File: src/hw/rtl/scs1_pkg.sv
`timescale 1ns / 1ps
`default_nettype none
// ----------------------------------------------------------------------------
// scs1_pkg
// Shared types, key codes and the set 1 key-to-ASCII table for the decoder.
// ----------------------------------------------------------------------------
package scs1_pkg;

  localparam int ScanWidth  = 8;
  localparam int CharWidth  = 7;
  localparam int RowWidth   = 6;
  localparam int InDataWidth  = 8;
  localparam int OutDataWidth = 16;

  // Bytes and key codes of scan code set 1.
  localparam logic [7:0] CODE_PREFIX    = 8'hE0;
  localparam logic [6:0] KEY_LCTRL      = 7'h1D;
  localparam logic [6:0] KEY_LSHIFT     = 7'h2A;
  localparam logic [6:0] KEY_RSHIFT     = 7'h36;
  localparam logic [6:0] KEY_ALT        = 7'h38;
  localparam logic [6:0] KEY_CAPS       = 7'h3A;
  localparam logic [6:0] KEY_LAST       = 7'h3A;

  // One decoded result as it leaves the decoder.
  typedef struct packed {
    logic                 has_result;
    logic [CharWidth-1:0] ascii_char;
    logic                 ctrl_held;
    logic                 alt_held;
  } scs1_result_t;

  // Keys whose shifted column ignores caps lock (digits and punctuation).
  function automatic logic is_symbol_key(input logic [RowWidth-1:0] row);
    logic hit;
    begin
      hit = (row < 6'h0E) || (row == 6'h29) || (row == 6'h1A) || (row == 6'h1B) ||
            (row == 6'h2B) || (row == 6'h27) || (row == 6'h28) || (row == 6'h33) ||
            (row == 6'h34) || (row == 6'h35);
      return hit;
    end
  endfunction

  // Key table: returns {shifted, unshifted}. Modifier rows and unused rows are zero.
  function automatic logic [2*CharWidth-1:0] key_entry(input logic [RowWidth-1:0] row);
    logic [2*CharWidth-1:0] e;
    begin
      case (row)
        6'h01: e = {7'h1B, 7'h1B};
        6'h02: e = {7'h21, 7'h31};
        6'h03: e = {7'h40, 7'h32};
        6'h04: e = {7'h23, 7'h33};
        6'h05: e = {7'h24, 7'h34};
        6'h06: e = {7'h25, 7'h35};
        6'h07: e = {7'h5E, 7'h36};
        6'h08: e = {7'h26, 7'h37};
        6'h09: e = {7'h2A, 7'h38};
        6'h0A: e = {7'h28, 7'h39};
        6'h0B: e = {7'h29, 7'h30};
        6'h0C: e = {7'h5F, 7'h2D};
        6'h0D: e = {7'h2B, 7'h3D};
        6'h0E: e = {7'h08, 7'h08};
        6'h0F: e = {7'h09, 7'h09};
        6'h10: e = {7'h51, 7'h71};
        6'h11: e = {7'h57, 7'h77};
        6'h12: e = {7'h45, 7'h65};
        6'h13: e = {7'h52, 7'h72};
        6'h14: e = {7'h54, 7'h74};
        6'h15: e = {7'h59, 7'h79};
        6'h16: e = {7'h55, 7'h75};
        6'h17: e = {7'h49, 7'h69};
        6'h18: e = {7'h4F, 7'h6F};
        6'h19: e = {7'h50, 7'h70};
        6'h1A: e = {7'h7B, 7'h5B};
        6'h1B: e = {7'h7D, 7'h5D};
        6'h1C: e = {7'h0D, 7'h0D};
        6'h1E: e = {7'h41, 7'h61};
        6'h1F: e = {7'h53, 7'h73};
        6'h20: e = {7'h44, 7'h64};
        6'h21: e = {7'h46, 7'h66};
        6'h22: e = {7'h47, 7'h67};
        6'h23: e = {7'h48, 7'h68};
        6'h24: e = {7'h4A, 7'h6A};
        6'h25: e = {7'h4B, 7'h6B};
        6'h26: e = {7'h4C, 7'h6C};
        6'h27: e = {7'h3A, 7'h3B};
        6'h28: e = {7'h22, 7'h27};
        6'h29: e = {7'h7E, 7'h60};
        6'h2B: e = {7'h7C, 7'h5C};
        6'h2C: e = {7'h5A, 7'h7A};
        6'h2D: e = {7'h58, 7'h78};
        6'h2E: e = {7'h43, 7'h63};
        6'h2F: e = {7'h56, 7'h76};
        6'h30: e = {7'h42, 7'h62};
        6'h31: e = {7'h4E, 7'h6E};
        6'h32: e = {7'h4D, 7'h6D};
        6'h33: e = {7'h3C, 7'h2C};
        6'h34: e = {7'h3E, 7'h2E};
        6'h35: e = {7'h3F, 7'h2F};
        6'h37: e = {7'h2A, 7'h2A};
        6'h39: e = {7'h20, 7'h20};
        default: e = '0;
      endcase
      return e;
    end
  endfunction

endpackage
`default_nettype wire

File: src/hw/rtl/scs1_in_stage.sv
`timescale 1ns / 1ps
`default_nettype none
// ----------------------------------------------------------------------------
// scs1_in_stage
// Input register: captures one scan byte beat and holds it until decoded.
// ----------------------------------------------------------------------------
module scs1_in_stage (
  input  wire logic                           clk,
  input  wire logic                           rst_n,
  input  wire logic                           in_tvalid,
  output logic                                in_tready,
  input  wire logic [scs1_pkg::InDataWidth-1:0] in_tdata,
  input  wire logic                           advance,
  output logic                                byte_valid,
  output logic [scs1_pkg::ScanWidth-1:0]      scan_byte
);
  import scs1_pkg::*;

  logic                 valid_r;
  logic                 valid_nxt;
  logic [ScanWidth-1:0] byte_r;

  // Take a new beat when empty or when the held byte moves on this cycle.
  assign in_tready = !valid_r || advance;

  always_comb begin
    valid_nxt = valid_r;
    if (in_tready) begin
      valid_nxt = in_tvalid;
    end
  end

  always_ff @(posedge clk) begin
    if (!rst_n) begin
      valid_r <= 1'b0;
    end else begin
      valid_r <= valid_nxt;
    end
  end

  // Payload register, no reset needed.
  always_ff @(posedge clk) begin
    if (in_tready && in_tvalid) begin
      byte_r <= in_tdata[ScanWidth-1:0];
    end
  end

  assign byte_valid = valid_r;
  assign scan_byte  = byte_r;

endmodule
`default_nettype wire

File: src/hw/rtl/scs1_decode.sv
`timescale 1ns / 1ps
`default_nettype none
// ----------------------------------------------------------------------------
// scs1_decode
// Keyboard state (prefix, shift, ctrl, alt, caps lock) and byte translation.
// ----------------------------------------------------------------------------
module scs1_decode (
  input  wire logic                      clk,
  input  wire logic                      rst_n,
  input  wire logic                      advance,
  input  wire logic [scs1_pkg::ScanWidth-1:0] scan_byte,
  output scs1_pkg::scs1_result_t         result
);
  import scs1_pkg::*;

  logic prefix_r, shift_r, ctrl_r, alt_r, caps_r;
  logic prefix_nxt, shift_nxt, ctrl_nxt, alt_nxt, caps_nxt;

  logic [6:0]            key;
  logic [RowWidth-1:0]   row;
  logic                  is_break;
  logic                  is_make;
  logic                  col;
  logic [2*CharWidth-1:0] entry;
  logic [CharWidth-1:0]  ch;

  assign key      = scan_byte[6:0];
  assign row      = scan_byte[RowWidth-1:0];
  assign is_break = scan_byte[7];

  // A make code is a base key 01..3A, or extended right ctrl or right alt.
  assign is_make = !is_break &&
                   ((!prefix_r && key != 7'h00 && key <= KEY_LAST) ||
                    (prefix_r && (key == KEY_LCTRL || key == KEY_ALT)));

  // Symbol keys follow shift alone; the rest also follow caps lock.
  assign col   = (!prefix_r && is_symbol_key(row)) ? shift_r : (shift_r ^ caps_r);
  assign entry = key_entry(row);
  assign ch    = col ? entry[2*CharWidth-1:CharWidth] : entry[CharWidth-1:0];

  always_comb begin
    result.has_result = 1'b0;
    result.ascii_char = ch;
    result.ctrl_held  = ctrl_r;
    result.alt_held   = alt_r;
    prefix_nxt = prefix_r;
    shift_nxt  = shift_r;
    ctrl_nxt   = ctrl_r;
    alt_nxt    = alt_r;
    caps_nxt   = caps_r;
    if (scan_byte == CODE_PREFIX) begin
      prefix_nxt = 1'b1;
    end else begin
      prefix_nxt = 1'b0;
      if (is_break) begin
        // Release of a modifier key clears its flag.
        if (key == KEY_LCTRL) begin
          ctrl_nxt = 1'b0;
        end else if (!prefix_r && (key == KEY_LSHIFT || key == KEY_RSHIFT)) begin
          shift_nxt = 1'b0;
        end else if (key == KEY_ALT) begin
          alt_nxt = 1'b0;
        end
      end else if (is_make) begin
        if (ch != '0) begin
          result.has_result = 1'b1;
        end else if (key == KEY_LCTRL) begin
          ctrl_nxt = 1'b1;
        end else if (key == KEY_LSHIFT || key == KEY_RSHIFT) begin
          shift_nxt = 1'b1;
        end else if (key == KEY_ALT) begin
          alt_nxt = 1'b1;
        end else if (key == KEY_CAPS) begin
          caps_nxt = !caps_r;
        end
      end
    end
  end

  // State moves only when the held byte is consumed.
  always_ff @(posedge clk) begin
    if (!rst_n) begin
      prefix_r <= 1'b0;
      shift_r  <= 1'b0;
      ctrl_r   <= 1'b0;
      alt_r    <= 1'b0;
      caps_r   <= 1'b0;
    end else if (advance) begin
      prefix_r <= prefix_nxt;
      shift_r  <= shift_nxt;
      ctrl_r   <= ctrl_nxt;
      alt_r    <= alt_nxt;
      caps_r   <= caps_nxt;
    end
  end

endmodule
`default_nettype wire

File: src/hw/rtl/scs1_out_stage.sv
`timescale 1ns / 1ps
`default_nettype none
// ----------------------------------------------------------------------------
// scs1_out_stage
// Output register: holds one character beat until the receiver takes it.
// ----------------------------------------------------------------------------
module scs1_out_stage (
  input  wire logic                              clk,
  input  wire logic                              rst_n,
  input  wire logic                              load,
  input  wire scs1_pkg::scs1_result_t            result,
  output logic                                   can_load,
  output logic                                   out_tvalid,
  input  wire logic                              out_tready,
  output logic [scs1_pkg::OutDataWidth-1:0]      out_tdata
);
  import scs1_pkg::*;

  logic                      valid_r;
  logic                      valid_nxt;
  logic [OutDataWidth-1:0]   data_r;

  // Register is free when empty or being emptied this cycle.
  assign can_load = !valid_r || out_tready;

  always_comb begin
    valid_nxt = valid_r;
    if (can_load) begin
      valid_nxt = load;
    end
  end

  always_ff @(posedge clk) begin
    if (!rst_n) begin
      valid_r <= 1'b0;
    end else begin
      valid_r <= valid_nxt;
    end
  end

  always_ff @(posedge clk) begin
    if (can_load && load) begin
      data_r <= {{(OutDataWidth-CharWidth-2){1'b0}}, result.alt_held, result.ctrl_held,
                 result.ascii_char};
    end
  end

  assign out_tvalid = valid_r;
  assign out_tdata  = data_r;

endmodule
`default_nettype wire

File: src/hw/rtl/scancode_set1_to_ascii.sv
`timescale 1ns / 1ps
`default_nettype none
// ----------------------------------------------------------------------------
// scancode_set1_to_ascii
// Translates PS/2 scan code set 1 bytes into ASCII characters.
// ----------------------------------------------------------------------------
// Usage:
//   The slave channel takes one raw keyboard byte per beat in in_tdata[7:0].
//   The master channel gives one beat for each byte that produces a
//   character: the ASCII code with the current ctrl and alt states. Prefix
//   bytes, break codes, modifier makes and unknown codes produce no beat.
//   A byte accepted into the input register is decoded combinationally and,
//   if it yields a character, loaded into the output register, which then
//   raises out_tvalid. Throughput is one byte per cycle while the output
//   register is not stalled; the decode between the two registers is a
//   table lookup and a few flag updates.
//   Reset (rst_n low, synchronous) clears the prefix, shift, ctrl, alt and
//   caps-lock flags and empties both registers.
//   When the receiver stalls, the output register holds its beat, the input
//   register keeps the next byte, and in_tready drops once both are full.
// ----------------------------------------------------------------------------
module scancode_set1_to_ascii (
  input  wire logic        clk,
  input  wire logic        rst_n,
  input  wire logic        in_tvalid,
  output logic             in_tready,
  input  wire logic [7:0]  in_tdata,   // [7:0] scan_byte
  output logic             out_tvalid,
  input  wire logic        out_tready,
  output logic [15:0]      out_tdata   // [6:0] ascii_char, [7] ctrl_held, [8] alt_held
);
  import scs1_pkg::*;

  logic                 byte_valid;
  logic [ScanWidth-1:0] scan_byte;
  logic                 can_load;
  logic                 advance;
  scs1_result_t         result;

  // The held byte is consumed when the output register has room.
  assign advance = byte_valid && can_load;

  scs1_in_stage u_in (
    .clk        (clk),
    .rst_n      (rst_n),
    .in_tvalid  (in_tvalid),
    .in_tready  (in_tready),
    .in_tdata   (in_tdata),
    .advance    (advance),
    .byte_valid (byte_valid),
    .scan_byte  (scan_byte)
  );

  scs1_decode u_dec (
    .clk       (clk),
    .rst_n     (rst_n),
    .advance   (advance),
    .scan_byte (scan_byte),
    .result    (result)
  );

  scs1_out_stage u_out (
    .clk        (clk),
    .rst_n      (rst_n),
    .load       (advance && result.has_result),
    .result     (result),
    .can_load   (can_load),
    .out_tvalid (out_tvalid),
    .out_tready (out_tready),
    .out_tdata  (out_tdata)
  );

  // An emitted beat always carries a nonzero character.
  a_char_nonzero: assert property (@(posedge clk) disable iff (!rst_n)
    out_tvalid |-> out_tdata[6:0] != 7'h00)
    else $error("output beat with zero character");

  // A prefix byte never produces a beat.
  a_prefix_silent: assert property (@(posedge clk) disable iff (!rst_n)
    (advance && scan_byte == CODE_PREFIX) |-> !result.has_result)
    else $error("prefix byte produced a result");

  // With the output register empty, the input side never stalls.
  a_no_false_stall: assert property (@(posedge clk) disable iff (!rst_n)
    !out_tvalid |-> in_tready)
    else $error("input stalled with empty output register");

  // A consumed byte with a result shows up on the output next cycle.
  a_result_lands: assert property (@(posedge clk) disable iff (!rst_n)
    (advance && result.has_result) |=> out_tvalid)
    else $error("decoded result lost");

endmodule
`default_nettype wire
File: config.mk
export PLATFORM = sky130hd
export DESIGN_NAME = scancode_set1_to_ascii
export DESIGN_NICKNAME = d
export VERILOG_FILES = /design/src/hw/rtl/scs1_pkg.sv /design/src/hw/rtl/scs1_in_stage.sv /design/src/hw/rtl/scs1_decode.sv /design/src/hw/rtl/scs1_out_stage.sv /design/src/hw/rtl/scancode_set1_to_ascii.sv
export SDC_FILE = /design/constraint.sdc
export NUM_CORES = 1
export LEC_CHECK = 0
export BUFFER_PORTS_ARGS = -buffer_cell sky130_fd_sc_hd__buf_2
export CORE_UTILIZATION = 45
export CTS_BUF_LIST = sky130_fd_sc_hd__clkbuf_16
export CTS_CLUSTER_SIZE = 16
export DETAILED_ROUTE_END_ITERATION = 16
export GPL_ROUTABILITY_DRIVEN = 0
export GPL_TIMING_DRIVEN = 0
export PLACE_DENSITY_LB_ADDON = 0.08
export SLEW_MARGIN = 20
export SYNTH_ARGS = -nofsm -noshare
export SYNTH_HDL_FRONTEND = slang
export SYNTH_SLANG_ARGS = --single-unit
File: constraint.sdc
create_clock -name clk -period 3 [get_ports clk]
set_input_delay 0.15 -clock clk [delete_from_list [all_inputs] [get_ports clk]]
set_output_delay 0.15 -clock clk [all_outputs]
set_load 0.005 [all_outputs]
==> impl_metrics.prom, run 1 <==
# TYPE chip_impl_metric gauge
chip_impl_metric{name="required",unit="ns"} 3.19
chip_impl_metric{name="multi_input_area",unit="sq um"} 1844
chip_impl_metric{name="globalRoute.totalOverflow",unit=""} 0
chip_impl_info{name="synth_area_leaders",value="edfxtp_1, dfxtp_1, ha_1"} 1
chip_impl_metric{name="timing.critical_path.arrival",unit="ns"} 3.08
chip_impl_metric{name="timing.final.max_slew_violations",unit=""} 0
chip_impl_metric{name="area_added_between_synthesis_and_finish",unit="%"} 13.56
chip_impl_metric{name="drt-initial-drc-count",unit=""} 214
chip_impl_metric{name="p_sw_frac",unit=""} 0.2977
chip_impl_metric{name="grt_first_pass_wirelength",unit="microns"} 12300
chip_impl_metric{name="timing.critical_path.slowest_cell_delay",unit="ns"} 0.40
chip_impl_info{name="crit-reg2reg-capture",value="u_dec.entry[2]"} 1
chip_impl_info{name="netlist.top_cell.by_area",value="edfxtp_1"} 1
chip_impl_metric{name="grt_max_degree",unit=""} 14
chip_impl_metric{name="clock_insertion_delay_worst_skew",unit="ns"} 0.27
chip_impl_metric{name="syn-cell-area",unit="sq um"} 2952
chip_impl_metric{name="total_of_hold_buffers_inserted_after_clock_tree_synthesis",unit=""} 0
chip_impl_metric{name="pre_cts_ws",unit="ns"} -0.01347
chip_impl_metric{name="antenna_violating_nets_post_route",unit=""} 0
chip_impl_info{name="ctsRootBufferMaster",value="clkbuf_16"} 1
chip_impl_info{name="status",value="finished, final reports clean"} 1
chip_impl_info{name="ys_dominant_reg_cell",value="dfxtp_1"} 1
chip_impl_metric{name="clock-skew-final",unit="ns"} 0.005339
chip_impl_metric{name="grt_antenna_before_repair",unit=""} 0
chip_impl_metric{name="seqCellArea",unit="sq um"} 930.9
chip_impl_metric{name="clock_pin_transition_on_the_worst_setup_and_hold_timing_paths",unit="ns"} 0.06
chip_impl_metric{name="ios",unit=""} 30
chip_impl_metric{name="syn_avg_cell_area",unit="sq um"} 8.605
chip_impl_metric{name="grt.total_usage",unit=""} 0.2190
chip_impl_info{name="cp-start-kind",value="register"} 1
chip_impl_metric{name="maxCapViolations",unit=""} 0
chip_impl_metric{name="die-width",unit="microns"} 82.99
chip_impl_metric{name="drt_pass1_iterations",unit=""} 4
chip_impl_metric{name="io_buffers",unit=""} 22
chip_impl_metric{name="slew-limit-headroom",unit=""} 0.6360
chip_impl_info{name="critical_path.slowest_cell",value="mux2_4"} 1
chip_impl_info{name="tritoncts",value="built"} 1
chip_impl_info{name="layout.cells.most_common",value="buf_2"} 1
chip_impl_metric{name="yosys_register_bits",unit=""} 38
chip_impl_metric{name="min_delay_path_depth",unit=""} 1
chip_impl_metric{name="floorplan.initialDensity",unit=""} 0.4648
chip_impl_metric{name="cell_internal_pwr",unit="mW"} 1.104
chip_impl_metric{name="drt-total-wl",unit="microns"} 7447
chip_impl_metric{name="cts-buffers-inserted",unit=""} 5
chip_impl_metric{name="cellPowerDensity",unit="nW/um^2"} 469.1
chip_impl_metric{name="cts_htree_levels",unit=""} 2
chip_impl_info{name="worst_hold_launch",value="in_tdata[7]"} 1
chip_impl_metric{name="min_period_over_period",unit=""} 0.9630
chip_impl_metric{name="final_hold_viol_count",unit=""} 0
chip_impl_metric{name="path_max_fanout",unit=""} 12
chip_impl_metric{name="switching_power",unit="mW"} 0.4681
chip_impl_metric{name="floorplan.die.height",unit="microns"} 82.99
chip_impl_metric{name="power.share.clock",unit=""} 0.351
chip_impl_info{name="holdPathEnd",value="u_in.scan_byte[7]"} 1
chip_impl_metric{name="numClockSinks",unit=""} 38
chip_impl_metric{name="fraction_of_registers_with_async_set_reset",unit=""} 0
chip_impl_metric{name="hpwl",unit="microns"} 5422
chip_impl_metric{name="worst_slew_pin_slew",unit="ns"} 0.5460
chip_impl_metric{name="final_period_minus_worst_setup_slack",unit="ns"} 2.889
chip_impl_metric{name="cts.path.max_buffers",unit=""} 2
chip_impl_metric{name="fin_area",unit="sq um"} 3352
chip_impl_metric{name="synth_seq_area_share",unit=""} 0.3154
chip_impl_metric{name="fmaxAchievable",unit="MHz"} 346.1
chip_impl_metric{name="fin_ws",unit="ns"} 0.1110
chip_impl_metric{name="syn-instance-count",unit=""} 343
chip_impl_metric{name="finalHoldWorstSlack",unit="ns"} 0.04795
chip_impl_metric{name="met3RoutedLength",unit="microns"} 470
chip_impl_info{name="uppermost_layer_routed",value="met4"} 1
chip_impl_info{name="highest_count_cells_in_the_layout_ignoring_fill_and_taps",value="buf_2, nand2_1, nor2_1"} 1
chip_impl_info{name="timing.setup.critical_path_class",value="reg -> reg"} 1
chip_impl_info{name="worst_hold_path_type",value="in -> reg"} 1
chip_impl_metric{name="antenna_cells_inserted",unit=""} 0
chip_impl_metric{name="seq_power_share",unit=""} 0.393
chip_impl_metric{name="power.share.combinational",unit=""} 0.257
chip_impl_metric{name="synth-warning-count",unit=""} 0
chip_impl_info{name="worst_r2r_startpoint",value="u_in.byte_valid"} 1
chip_impl_info{name="cell_by_cell_listing_of_the_critical_path",value="nand3b_2 -> nand2_4 -> mux2_4 -> inv_2 -> ha_2 -> a21boi_4 -> a211oi_1 -> a21o_1 -> or3_1 -> a21oi_1"} 1
chip_impl_metric{name="nets",unit=""} 401
chip_impl_metric{name="yosysUniqueCellTypes",unit=""} 72
chip_impl_metric{name="drc",unit=""} 0
chip_impl_metric{name="p_total",unit="mW"} 1.572
chip_impl_metric{name="floorplan.die_area",unit="sq um"} 6887
chip_impl_metric{name="final-setup-viol-count",unit=""} 0
chip_impl_metric{name="yosys.area.top_type_share",unit=""} 0.1730
chip_impl_metric{name="vias_post_dr",unit=""} 2701
chip_impl_metric{name="design.core.area",unit="sq um"} 6350
chip_impl_info{name="type_of_destination_of_the_critical_path",value="register"} 1
chip_impl_metric{name="met2_length",unit="microns"} 3295
chip_impl_metric{name="floorplan.rows",unit=""} 29
chip_impl_info{name="rsz0062_at_grt",value="no"} 1
chip_impl_metric{name="detail_route.wl_per_cell",unit="microns"} 16.33
chip_impl_metric{name="p_leak",unit="nW"} 1.314
chip_impl_metric{name="synth-edff-count",unit=""} 17
chip_impl_metric{name="layout-drive-gt1-share",unit=""} 0.2216
chip_impl_metric{name="vias_per_cell",unit=""} 5.923
chip_impl_metric{name="util_after_layout",unit=""} 0.5279
chip_impl_metric{name="worst-r2r-cell-count",unit=""} 10
chip_impl_metric{name="max-vdd-ir-drop",unit="uV"} 338.5
chip_impl_metric{name="detailed_place.area",unit="sq um"} 3181
chip_impl_metric{name="grt_pass1_vias",unit=""} 2519
chip_impl_metric{name="fill_cells",unit=""} 582
chip_impl_metric{name="worst-r2r-setup-slack",unit="ns"} 0.11
chip_impl_metric{name="wire_length_on_met1",unit="microns"} 3456
[worst max-delay path, delay by kind of cell (launching register included)]
family	cells	cell delay (ns)
flip-flops	1	0.36
adder cells (fa/ha/maj)	1	0.33
AND/OR/NAND/NOR	3	0.69
multiplexers	1	0.40
buffers and inverters	1	0.21
AO/OA/AOI/OAI	4	0.80
[what timing repair did]
action | 4_1_cts | 5_1_grt
buffers inserted | 0 | 0
setup endpoints to repair | 2 | 1
pin swaps | 0 | 0
gates resized for setup | 2 | 1
[layer usage]
| layer | GRT usage | vias to the layer above |
|---|---|---|
| met4 | 0.09718 | 0 |
| met5 | 0 | - |
| met3 | 0.03380 | 25 |
| met1 | 0.2978 | 1228 |
| li1 | - | 1327 |
| met2 | 0.3435 | 121 |
[Yosys cell counts, types with 3 or more instances]
master and n:
mux2_2 9, nand2b_1 8, a21boi_1 3, edfxtp_1 17
a31oi_1 4, o311ai_0 3, a22oi_1 3, a211oi_1 3
nand4b_1 3, a21oi_1 22, o211ai_1 3, nor2_1 27
a311oi_1 4, o21ai_0 25, nand3_1 13, clkbuf_1 12
dfxtp_1 21, nor3b_1 4, a32oi_1 3, nand2_1 31
a21o_1 5, mux2i_1 11, inv_1 4, o22ai_1 5
buf_4 11, o21a_1 3, ha_1 11, nor3_1 6
nor2b_1 3, buf_2 10, and2_1 3
[final cells by class]
class                      count  share of cell area
tap                           77             0.02874
clock buffer                   6             0.04479
buffer                        34             0.05450
clock inverter                 2            0.002986
inverter                       7            0.008212
timing repair buffer          22             0.03285
sequential                    38              0.2777
multi-input combinational    270              0.5502
[registers in the layout, summed over array words and instances (netlist names)]
register,count
u_out.out_tdata,9
u_in.scan_byte,8
u_dec.prefix_r,1
u_in.byte_valid,1
u_dec.entry,14
u_dec.alt_r,1
u_out.out_tvalid,1
u_dec.caps_r,1
u_dec.shift_r,1
u_dec.ctrl_r,1
[power groups by stage]
stage               combinational, mW  clock [mW]  sequential, mW
floorplan                       0.295           0           0.619
global placement                0.391           0           0.626
detailed placement              0.388           0           0.628
CTS                             0.392       0.564           0.617
global route                    0.439       0.589           0.622
finish                          0.404       0.552           0.617
[worst max path at each step]
stage / end / from / cells past startpoint
5_1_grt: u_dec.entry[2] / u_in.byte_valid / 10
6_report: u_dec.entry[2] / u_in.byte_valid / 10
3_5_place_dp: u_dec.entry[4] / out_tready / 12
3_3_place_gp: u_dec.entry[2] / out_tready / 12
2_1_floorplan: u_dec.entry[2] / u_out.out_tvalid / 11
4_1_cts: u_dec.entry[2] / u_in.byte_valid / 10
[metrics by stage]
| stage | TNS (ns) | instances |
|---|---|---|
| floorplan | 0 | 349 |
| global placement | -0.03555 | 448 |
| detailed placement | -0.01775 | 448 |
| CTS | 0 | 456 |
| global route | 0 | 456 |
| finish | 0 | 456 |
[logic make-up after synthesis]
| group | share of synthesized area |
|---|---|
| AOI/OAI and AO/OA | 0.2594 |
| xor gates and xnor gates | 0.008480 |
| adders and majority gates | 0.04663 |
| buffers and inverters | 0.07079 |
| DFF | 0.3154 |
| muxes | 0.08945 |
| other | 0.001271 |
| and+or+nand+nor | 0.2086 |
Power figures use the tool's default switching activity.
==> run 2: changes to the inputs <==
- ABC_CLOCK_PERIOD_IN_PS: not set -> 3000
- PLACE_DENSITY_LB_ADDON: 0.08 -> not set
==> impl_metrics.prom, run 2 (synthesis results as in run 1) <==
# TYPE chip_impl_metric gauge
chip_impl_metric{name="p_total",unit="mW"} 1.517
chip_impl_metric{name="final_hold_viol_count",unit=""} 0
chip_impl_metric{name="multi_input_area",unit="sq um"} 1854
chip_impl_metric{name="place.detailed.instances",unit=""} 448
chip_impl_metric{name="final.setup.tns",unit="ns"} 0
chip_impl_metric{name="ios",unit=""} 30
chip_impl_metric{name="power.share.combinational",unit=""} 0.268
chip_impl_metric{name="grt_max_degree",unit=""} 14
chip_impl_info{name="tritoncts",value="built"} 1
chip_impl_info{name="ctsRootBufferMaster",value="clkbuf_16"} 1
chip_impl_metric{name="min_period_over_period",unit=""} 0.9317
chip_impl_metric{name="p_sw_frac",unit=""} 0.3069
chip_impl_metric{name="drc",unit=""} 0
chip_impl_metric{name="fill_cells",unit=""} 627
chip_impl_metric{name="hpwl",unit="microns"} 5436
chip_impl_metric{name="grt_antenna_before_repair",unit=""} 1
chip_impl_metric{name="antenna_violating_nets_post_route",unit=""} 0
chip_impl_metric{name="nets",unit=""} 400
chip_impl_metric{name="detail_route.wl_per_cell",unit="microns"} 16.43
chip_impl_info{name="timing.setup.critical_path_class",value="reg -> reg"} 1
chip_impl_metric{name="fmaxAchievable",unit="MHz"} 357.8
chip_impl_metric{name="floorplan.initialDensity",unit=""} 0.4648
chip_impl_metric{name="cts-buffers-inserted",unit=""} 5
chip_impl_metric{name="cell_internal_pwr",unit="mW"} 1.051
chip_impl_metric{name="grt_pass1_vias",unit=""} 2551
chip_impl_info{name="worst_hold_path_type",value="in -> reg"} 1
chip_impl_metric{name="worst-r2r-setup-slack",unit="ns"} 0.20
chip_impl_metric{name="max-vdd-ir-drop",unit="uV"} 272.6
chip_impl_metric{name="switching_power",unit="mW"} 0.4654
chip_impl_metric{name="seqCellArea",unit="sq um"} 930.9
chip_impl_metric{name="final_period_minus_worst_setup_slack",unit="ns"} 2.795
chip_impl_metric{name="io_buffers",unit=""} 22
chip_impl_metric{name="cts.path.max_buffers",unit=""} 2
chip_impl_metric{name="grt.total_usage",unit=""} 0.2239
chip_impl_metric{name="p_leak",unit="nW"} 1.304
chip_impl_metric{name="cts_htree_levels",unit=""} 2
chip_impl_metric{name="globalRoute.totalOverflow",unit=""} 0
chip_impl_metric{name="numClockSinks",unit=""} 38
chip_impl_metric{name="floorplan.die_area",unit="sq um"} 6887
chip_impl_metric{name="design.core.area",unit="sq um"} 6350
chip_impl_metric{name="area_added_between_synthesis_and_finish",unit="%"} 13.14
chip_impl_metric{name="largest_reg_flops",unit=""} 14
chip_impl_metric{name="drt_pass1_iterations",unit=""} 7
chip_impl_metric{name="timing.final.max_slew_violations",unit=""} 0
chip_impl_metric{name="power.share.clock",unit=""} 0.326
chip_impl_info{name="layout.cells.most_common",value="buf_2"} 1
chip_impl_metric{name="vias_post_dr",unit=""} 2746
chip_impl_info{name="status",value="finished, final reports clean"} 1
chip_impl_metric{name="fin_area",unit="sq um"} 3339
chip_impl_info{name="path_common_cell",value="a21o_1"} 1
chip_impl_metric{name="clock-skew-final",unit="ns"} 0.003937
chip_impl_info{name="critical_path.startpoint",value="u_out.out_tvalid"} 1
chip_impl_info{name="worst_r2r_startpoint",value="u_out.out_tvalid"} 1
chip_impl_info{name="cell_by_cell_listing_of_the_critical_path",value="nand3b_2 -> and3_1 -> a21o_1 -> buf_4 -> clkinvlp_4 -> ha_4 -> a21boi_4 -> a211oi_1 -> a21o_1 -> or3_1 -> a21oi_1"} 1
chip_impl_metric{name="clock_insertion_delay_worst_skew",unit="ns"} 0.28
chip_impl_metric{name="vias_per_cell",unit=""} 6.035
chip_impl_info{name="cp-start-kind",value="register"} 1
chip_impl_metric{name="post-cts-setup-buffers",unit=""} 0
chip_impl_metric{name="cellPowerDensity",unit="nW/um^2"} 454.1
chip_impl_info{name="timing.critical_path.to",value="u_dec.entry[2]"} 1
chip_impl_metric{name="path_max_fanout",unit=""} 13
chip_impl_metric{name="drt-initial-drc-count",unit=""} 217
chip_impl_metric{name="post_cts_sizing",unit=""} 1
chip_impl_metric{name="maxCapViolations",unit=""} 0
chip_impl_metric{name="finalNonFillerCells",unit=""} 455
chip_impl_metric{name="antenna_cells_inserted",unit=""} 0
chip_impl_info{name="crit-reg2reg-capture",value="u_dec.entry[2]"} 1
chip_impl_metric{name="finalHoldWorstSlack",unit="ns"} 0.04553
chip_impl_metric{name="detailed_place.area",unit="sq um"} 3181
chip_impl_info{name="rsz0062_at_grt",value="no"} 1
chip_impl_metric{name="timing.critical_path.arrival",unit="ns"} 2.98
chip_impl_metric{name="drt-total-wl",unit="microns"} 7475
chip_impl_metric{name="clock_pin_transition_on_the_worst_setup_and_hold_timing_paths",unit="ns"} 0.06
chip_impl_metric{name="timing.critical_path.slowest_cell_delay",unit="ns"} 0.37
chip_impl_metric{name="required",unit="ns"} 3.19
chip_impl_metric{name="floorplan.rows",unit=""} 29
chip_impl_metric{name="die-width",unit="microns"} 82.99
chip_impl_metric{name="slew-limit-headroom",unit=""} 0.6313
chip_impl_info{name="critical_path.slowest_cell",value="dfxtp_1"} 1
chip_impl_metric{name="worst-r2r-cell-count",unit=""} 11
chip_impl_metric{name="final-setup-viol-count",unit=""} 0
chip_impl_metric{name="worst_slew_pin_slew",unit="ns"} 0.5530
chip_impl_metric{name="total_of_hold_buffers_inserted_after_clock_tree_synthesis",unit=""} 0
chip_impl_info{name="type_of_destination_of_the_critical_path",value="register"} 1
chip_impl_metric{name="layout-drive-gt1-share",unit=""} 0.2196
chip_impl_metric{name="grt_first_pass_wirelength",unit="microns"} 12520
chip_impl_metric{name="seq_power_share",unit=""} 0.406
chip_impl_metric{name="floorplan.die.height",unit="microns"} 82.99
chip_impl_info{name="highest_count_cells_in_the_layout_ignoring_fill_and_taps",value="buf_2, nand2_1, nor2_1"} 1
## run 2: changes by cell type in the layout (fill, tap and decap cells not counted), sizes merged
cell      change
clkbuf        -2
clkinvlp      +1
inv           +1
clkinv        -1
## run 2: layout make-up
type / count / area share
Tap cell: 77 / 0.02885
Inverter: 7 / 0.009367
Timing Repair Buffer: 22 / 0.03297
Clock buffer: 5 / 0.03747
Clock inverter: 3 / 0.003747
Buffer: 33 / 0.05358
Multi-Input combinational cell: 270 / 0.5553
Sequential cell: 38 / 0.2788
## run 2: stage by stage
stage / utilization / setup slack, ns
detailed placement: 0.5009 / -0.06365
global route: 0.5259 / 0.01558
finish: 0.5259 / 0.2048
global placement: 0.5009 / -0.04526
CTS: 0.5237 / 0.008928
floorplan: - / 0.5414
## run 2: worst min-delay path by stage
stage	startpoint	to	slack (ns)	cells after the start
after floorplan	in_tdata[0]	u_in.scan_byte[0]	0.25	0
after global placement	in_tdata[7]	u_in.scan_byte[7]	0.33	1
after detailed placement	in_tdata[6]	u_in.scan_byte[6]	0.33	1
after CTS	in_tdata[6]	u_in.scan_byte[6]	0.04	1
after global routing	in_tdata[7]	u_in.scan_byte[7]	0.04	1
final	in_tdata[6]	u_in.scan_byte[6]	0.05	1
## run 2: power groups by stage
stage	Combinational [mW]	Clock (mW)	Sequential (mW)
3_5_place_dp	0.389	0	0.628
3_3_place_gp	0.391	0	0.626
6_report	0.406	0.494	0.616
4_1_cts	0.393	0.506	0.617
5_1_grt	0.444	0.531	0.620
2_1_floorplan	0.295	0	0.619
## run 2: critical path: cells and delay by family (launching register included)
kind            cells  cell delay [ns]
compound gates      5             0.96
simple gates        3             0.72
flops               1             0.37
buf+inv             2             0.41
fa+ha+maj           1             0.22
## run 2: metal layers
| layer | global-route usage | share of wire | up-vias |
|---|---|---|---|
| met4 | 0.1144 | 0.036 | 2 |
| met2 | 0.3346 | 0.43 | 125 |
| met5 | 0 | 0.0017 | - |
| li1 | - | - | 1328 |
| met3 | 0.04076 | 0.064 | 29 |
| met1 | 0.3085 | 0.46 | 1262 |
==> run 3: changes to the inputs <==
- ABC_AREA: not set -> 1
==> impl_metrics.prom, run 3 <==
# TYPE chip_impl_metric gauge
chip_impl_metric{name="pre_cts_ws",unit="ns"} 0.3781
chip_impl_metric{name="area_added_between_synthesis_and_finish",unit="%"} 15.21
chip_impl_metric{name="min_period_over_period",unit=""} 0.8651
chip_impl_metric{name="fraction_of_registers_with_async_set_reset",unit=""} 0
chip_impl_metric{name="grt_first_pass_wirelength",unit="microns"} 10580
chip_impl_metric{name="required",unit="ns"} 3.17
chip_impl_metric{name="maxCapViolations",unit=""} 0
chip_impl_metric{name="finalNonFillerCells",unit=""} 489
chip_impl_metric{name="drt-total-wl",unit="microns"} 6091
chip_impl_metric{name="clock_pin_transition_on_the_worst_setup_and_hold_timing_paths",unit="ns"} 0.06
chip_impl_info{name="status",value="finished, final reports clean"} 1
chip_impl_metric{name="p_leak",unit="nW"} 1.488
chip_impl_metric{name="cts.path.max_buffers",unit=""} 2
chip_impl_metric{name="fill_cells",unit=""} 567
chip_impl_info{name="ctsRootBufferMaster",value="clkbuf_16"} 1
chip_impl_metric{name="met2_length",unit="microns"} 2680
chip_impl_metric{name="syn_avg_cell_area",unit="sq um"} 7.146
chip_impl_metric{name="path_max_fanout",unit=""} 13
chip_impl_metric{name="vias_post_dr",unit=""} 2550
chip_impl_metric{name="syn-cell-area",unit="sq um"} 2723
chip_impl_info{name="tritoncts",value="built"} 1
chip_impl_metric{name="numClockSinks",unit=""} 38
chip_impl_info{name="uppermost_layer_routed",value="met4"} 1
chip_impl_metric{name="final-setup-viol-count",unit=""} 0
chip_impl_metric{name="grt.total_usage",unit=""} 0.2143
chip_impl_info{name="timing.setup.critical_path_class",value="reg -> reg"} 1
chip_impl_metric{name="cts_htree_levels",unit=""} 2
chip_impl_info{name="cp-start-kind",value="register"} 1
chip_impl_metric{name="synth-edff-count",unit=""} 17
chip_impl_metric{name="yosys.area.top_type_share",unit=""} 0.1875
chip_impl_metric{name="place.detailed.instances",unit=""} 481
chip_impl_metric{name="detail_route.wl_per_cell",unit="microns"} 12.46
chip_impl_metric{name="total_of_hold_buffers_inserted_after_clock_tree_synthesis",unit=""} 0
chip_impl_metric{name="drt-initial-drc-count",unit=""} 139
chip_impl_info{name="yosysMostFrequentCell",value="nand2_1"} 1
chip_impl_metric{name="util_after_layout",unit=""} 0.5527
chip_impl_metric{name="nets",unit=""} 439
chip_impl_metric{name="seqCellArea",unit="sq um"} 930.9
chip_impl_metric{name="antenna_cells_inserted",unit=""} 0
chip_impl_metric{name="layout-drive-gt1-share",unit=""} 0.1871
chip_impl_metric{name="p_total",unit="mW"} 1.630
chip_impl_metric{name="drt_pass1_iterations",unit=""} 4
chip_impl_info{name="synth_area_leaders",value="edfxtp_1, dfxtp_1, nand2_1"} 1
chip_impl_metric{name="clock-skew-final",unit="ns"} 0.006242
chip_impl_info{name="type_of_destination_of_the_critical_path",value="register"} 1
chip_impl_metric{name="globalRoute.totalOverflow",unit=""} 0
chip_impl_info{name="worst_hold_path_type",value="in -> reg"} 1
chip_impl_metric{name="design.core.area",unit="sq um"} 5675
chip_impl_metric{name="die-width",unit="microns"} 79.79
chip_impl_metric{name="timing.final.max_slew_violations",unit=""} 0
chip_impl_metric{name="cellPowerDensity",unit="nW/um^2"} 519.5
chip_impl_info{name="layout.cells.most_common",value="nand2_1"} 1
chip_impl_metric{name="fmaxAchievable",unit="MHz"} 385.3
chip_impl_metric{name="drc",unit=""} 0
chip_impl_metric{name="clock_insertion_delay_worst_skew",unit="ns"} 0.28
chip_impl_metric{name="final_period_minus_worst_setup_slack",unit="ns"} 2.595
chip_impl_metric{name="vias_per_cell",unit=""} 5.215
chip_impl_metric{name="floorplan.die_area",unit="sq um"} 6366
chip_impl_info{name="netlist.top_cell.by_area",value="edfxtp_1"} 1
chip_impl_metric{name="synth_seq_area_share",unit=""} 0.3419
chip_impl_metric{name="yosysUniqueCellTypes",unit=""} 40
chip_impl_metric{name="fin_ws",unit="ns"} 0.4046
chip_impl_metric{name="antenna_violating_nets_post_route",unit=""} 0
chip_impl_metric{name="io_buffers",unit=""} 22
chip_impl_metric{name="floorplan.rows",unit=""} 27
chip_impl_info{name="synth_top_cells_by_count",value="nand2_1, inv_1, nor2_1"} 1
chip_impl_metric{name="yosys_register_bits",unit=""} 38
chip_impl_metric{name="grt_max_degree",unit=""} 14
chip_impl_info{name="rsz0062_at_grt",value="no"} 1
chip_impl_metric{name="syn-instance-count",unit=""} 381
chip_impl_metric{name="final.setup.tns",unit="ns"} 0
chip_impl_metric{name="timing.critical_path.arrival",unit="ns"} 2.76
chip_impl_metric{name="hpwl",unit="microns"} 4788
chip_impl_info{name="highest_count_cells_in_the_layout_ignoring_fill_and_taps",value="nand2_1, inv_1, nor2_1"} 1
chip_impl_metric{name="multi_input_area",unit="sq um"} 1473
chip_impl_metric{name="final_hold_viol_count",unit=""} 0
chip_impl_metric{name="met3RoutedLength",unit="microns"} 465
chip_impl_metric{name="floorplan.die.height",unit="microns"} 79.79
chip_impl_metric{name="largest_reg_flops",unit=""} 14
chip_impl_metric{name="wire_length_on_met1",unit="microns"} 2777
chip_impl_metric{name="synth-warning-count",unit=""} 0
chip_impl_metric{name="ios",unit=""} 30
chip_impl_metric{name="grt_pass1_vias",unit=""} 2326
chip_impl_metric{name="floorplan.initialDensity",unit=""} 0.4797
chip_impl_metric{name="cts-buffers-inserted",unit=""} 5
chip_impl_metric{name="max-vdd-ir-drop",unit="uV"} 280.4
chip_impl_metric{name="grt_antenna_before_repair",unit=""} 0
chip_impl_info{name="ys_dominant_reg_cell",value="dfxtp_1"} 1
run 3: cell types whose count changed in the layout (fill, tap and decap cells not counted), moves of 7 or more:
cell / before / now
inv_1: 5 / 55
nand3_1: 13 / 28
nand2b_1: 8 / 0
nand2_2: 0 / 13
clkbuf_1: 11 / 4
mux2_2: 9 / 0
nor2_1: 27 / 35
mux2i_1: 11 / 0
o21ai_0: 25 / 12
nand2_1: 31 / 82
run 3: stage by stage:
stage / hold WS (ns) / cell area, sq um
global route: 0.03537 / 3137
floorplan: 0.2489 / 2745
global placement: 0.3274 / 2945
detailed placement: 0.3285 / 2945
CTS: 0.03898 / 3129
finish: 0.04496 / 3137
run 3: cell type report:
cell class / count / area share
well taps: 72 / 0.02872
multi-input cells: 268 / 0.4695
repair buffers: 22 / 0.03510
clock buffers: 6 / 0.04787
clock inverters: 2 / 0.01077
inverters: 62 / 0.07419
flip-flops and latches: 38 / 0.2968
plain buffers: 19 / 0.03710
run 3: what timing repair did:
item / CTS / global route
gates resized for setup: 0 / 1
buffers inserted: 0 / 0
setup endpoints to repair: 0 / 1
run 3: power breakdown:
group	switching [mW]	total, mW	internal (mW)
combinational	0.252	0.385	0.133
clock	0.193	0.633	0.439
sequential	0.0178	0.612	0.594
total	0.463	1.63	1.17
run 3: cells by family (layout without fill, tap and decap cells):
logic type | Yosys count | after routing | share of synthesized area
xor+xnor | 1 | 1 | 0.003217
buf+inv | 81 | 111 | 0.1282
flops | 38 | 38 | 0.3419
simple gates | 186 | 186 | 0.3286
compound gates | 63 | 63 | 0.1461
fa+ha+maj | 11 | 11 | 0.05055
other cells | 1 | 7 | 0.001377
run 3: layer usage:
metal | vias to the layer above | track usage
li1 | 1306 | -
met1 | 1109 | 0.2758
met2 | 119 | 0.3479
met3 | 16 | 0.04457
met4 | 0 | 0.08571
met5 | - | 0
run 3: path summary, 6_finish.rpt:
| kind | from | to | slack [ns] | depth (start not counted) |
|---|---|---|---|---|
| max | u_out.out_tvalid | u_dec.entry[0] | 0.40 | 12 |
| max reg2reg | u_out.out_tvalid | u_dec.entry[0] | 0.40 | 12 |
| min reg2reg | u_dec.alt_r | u_out.out_tdata[8] | 0.43 | 0 |
| min | in_tdata[7] | u_in.scan_byte[7] | 0.04 | 1 |
run 3: worst max-delay path, stage by stage, from the launching register on:
cell and delay, ns:
dfxtp_1 0.32, nand3_1 0.12, nand2_1 0.12, buf_4 0.20, nand2_1 0.11, o21ai_4 0.14, inv_1 0.23, ha_1 0.27
nor3_1 0.12, o41ai_1 0.50, inv_1 0.11, o21ai_0 0.20, inv_1 0.05
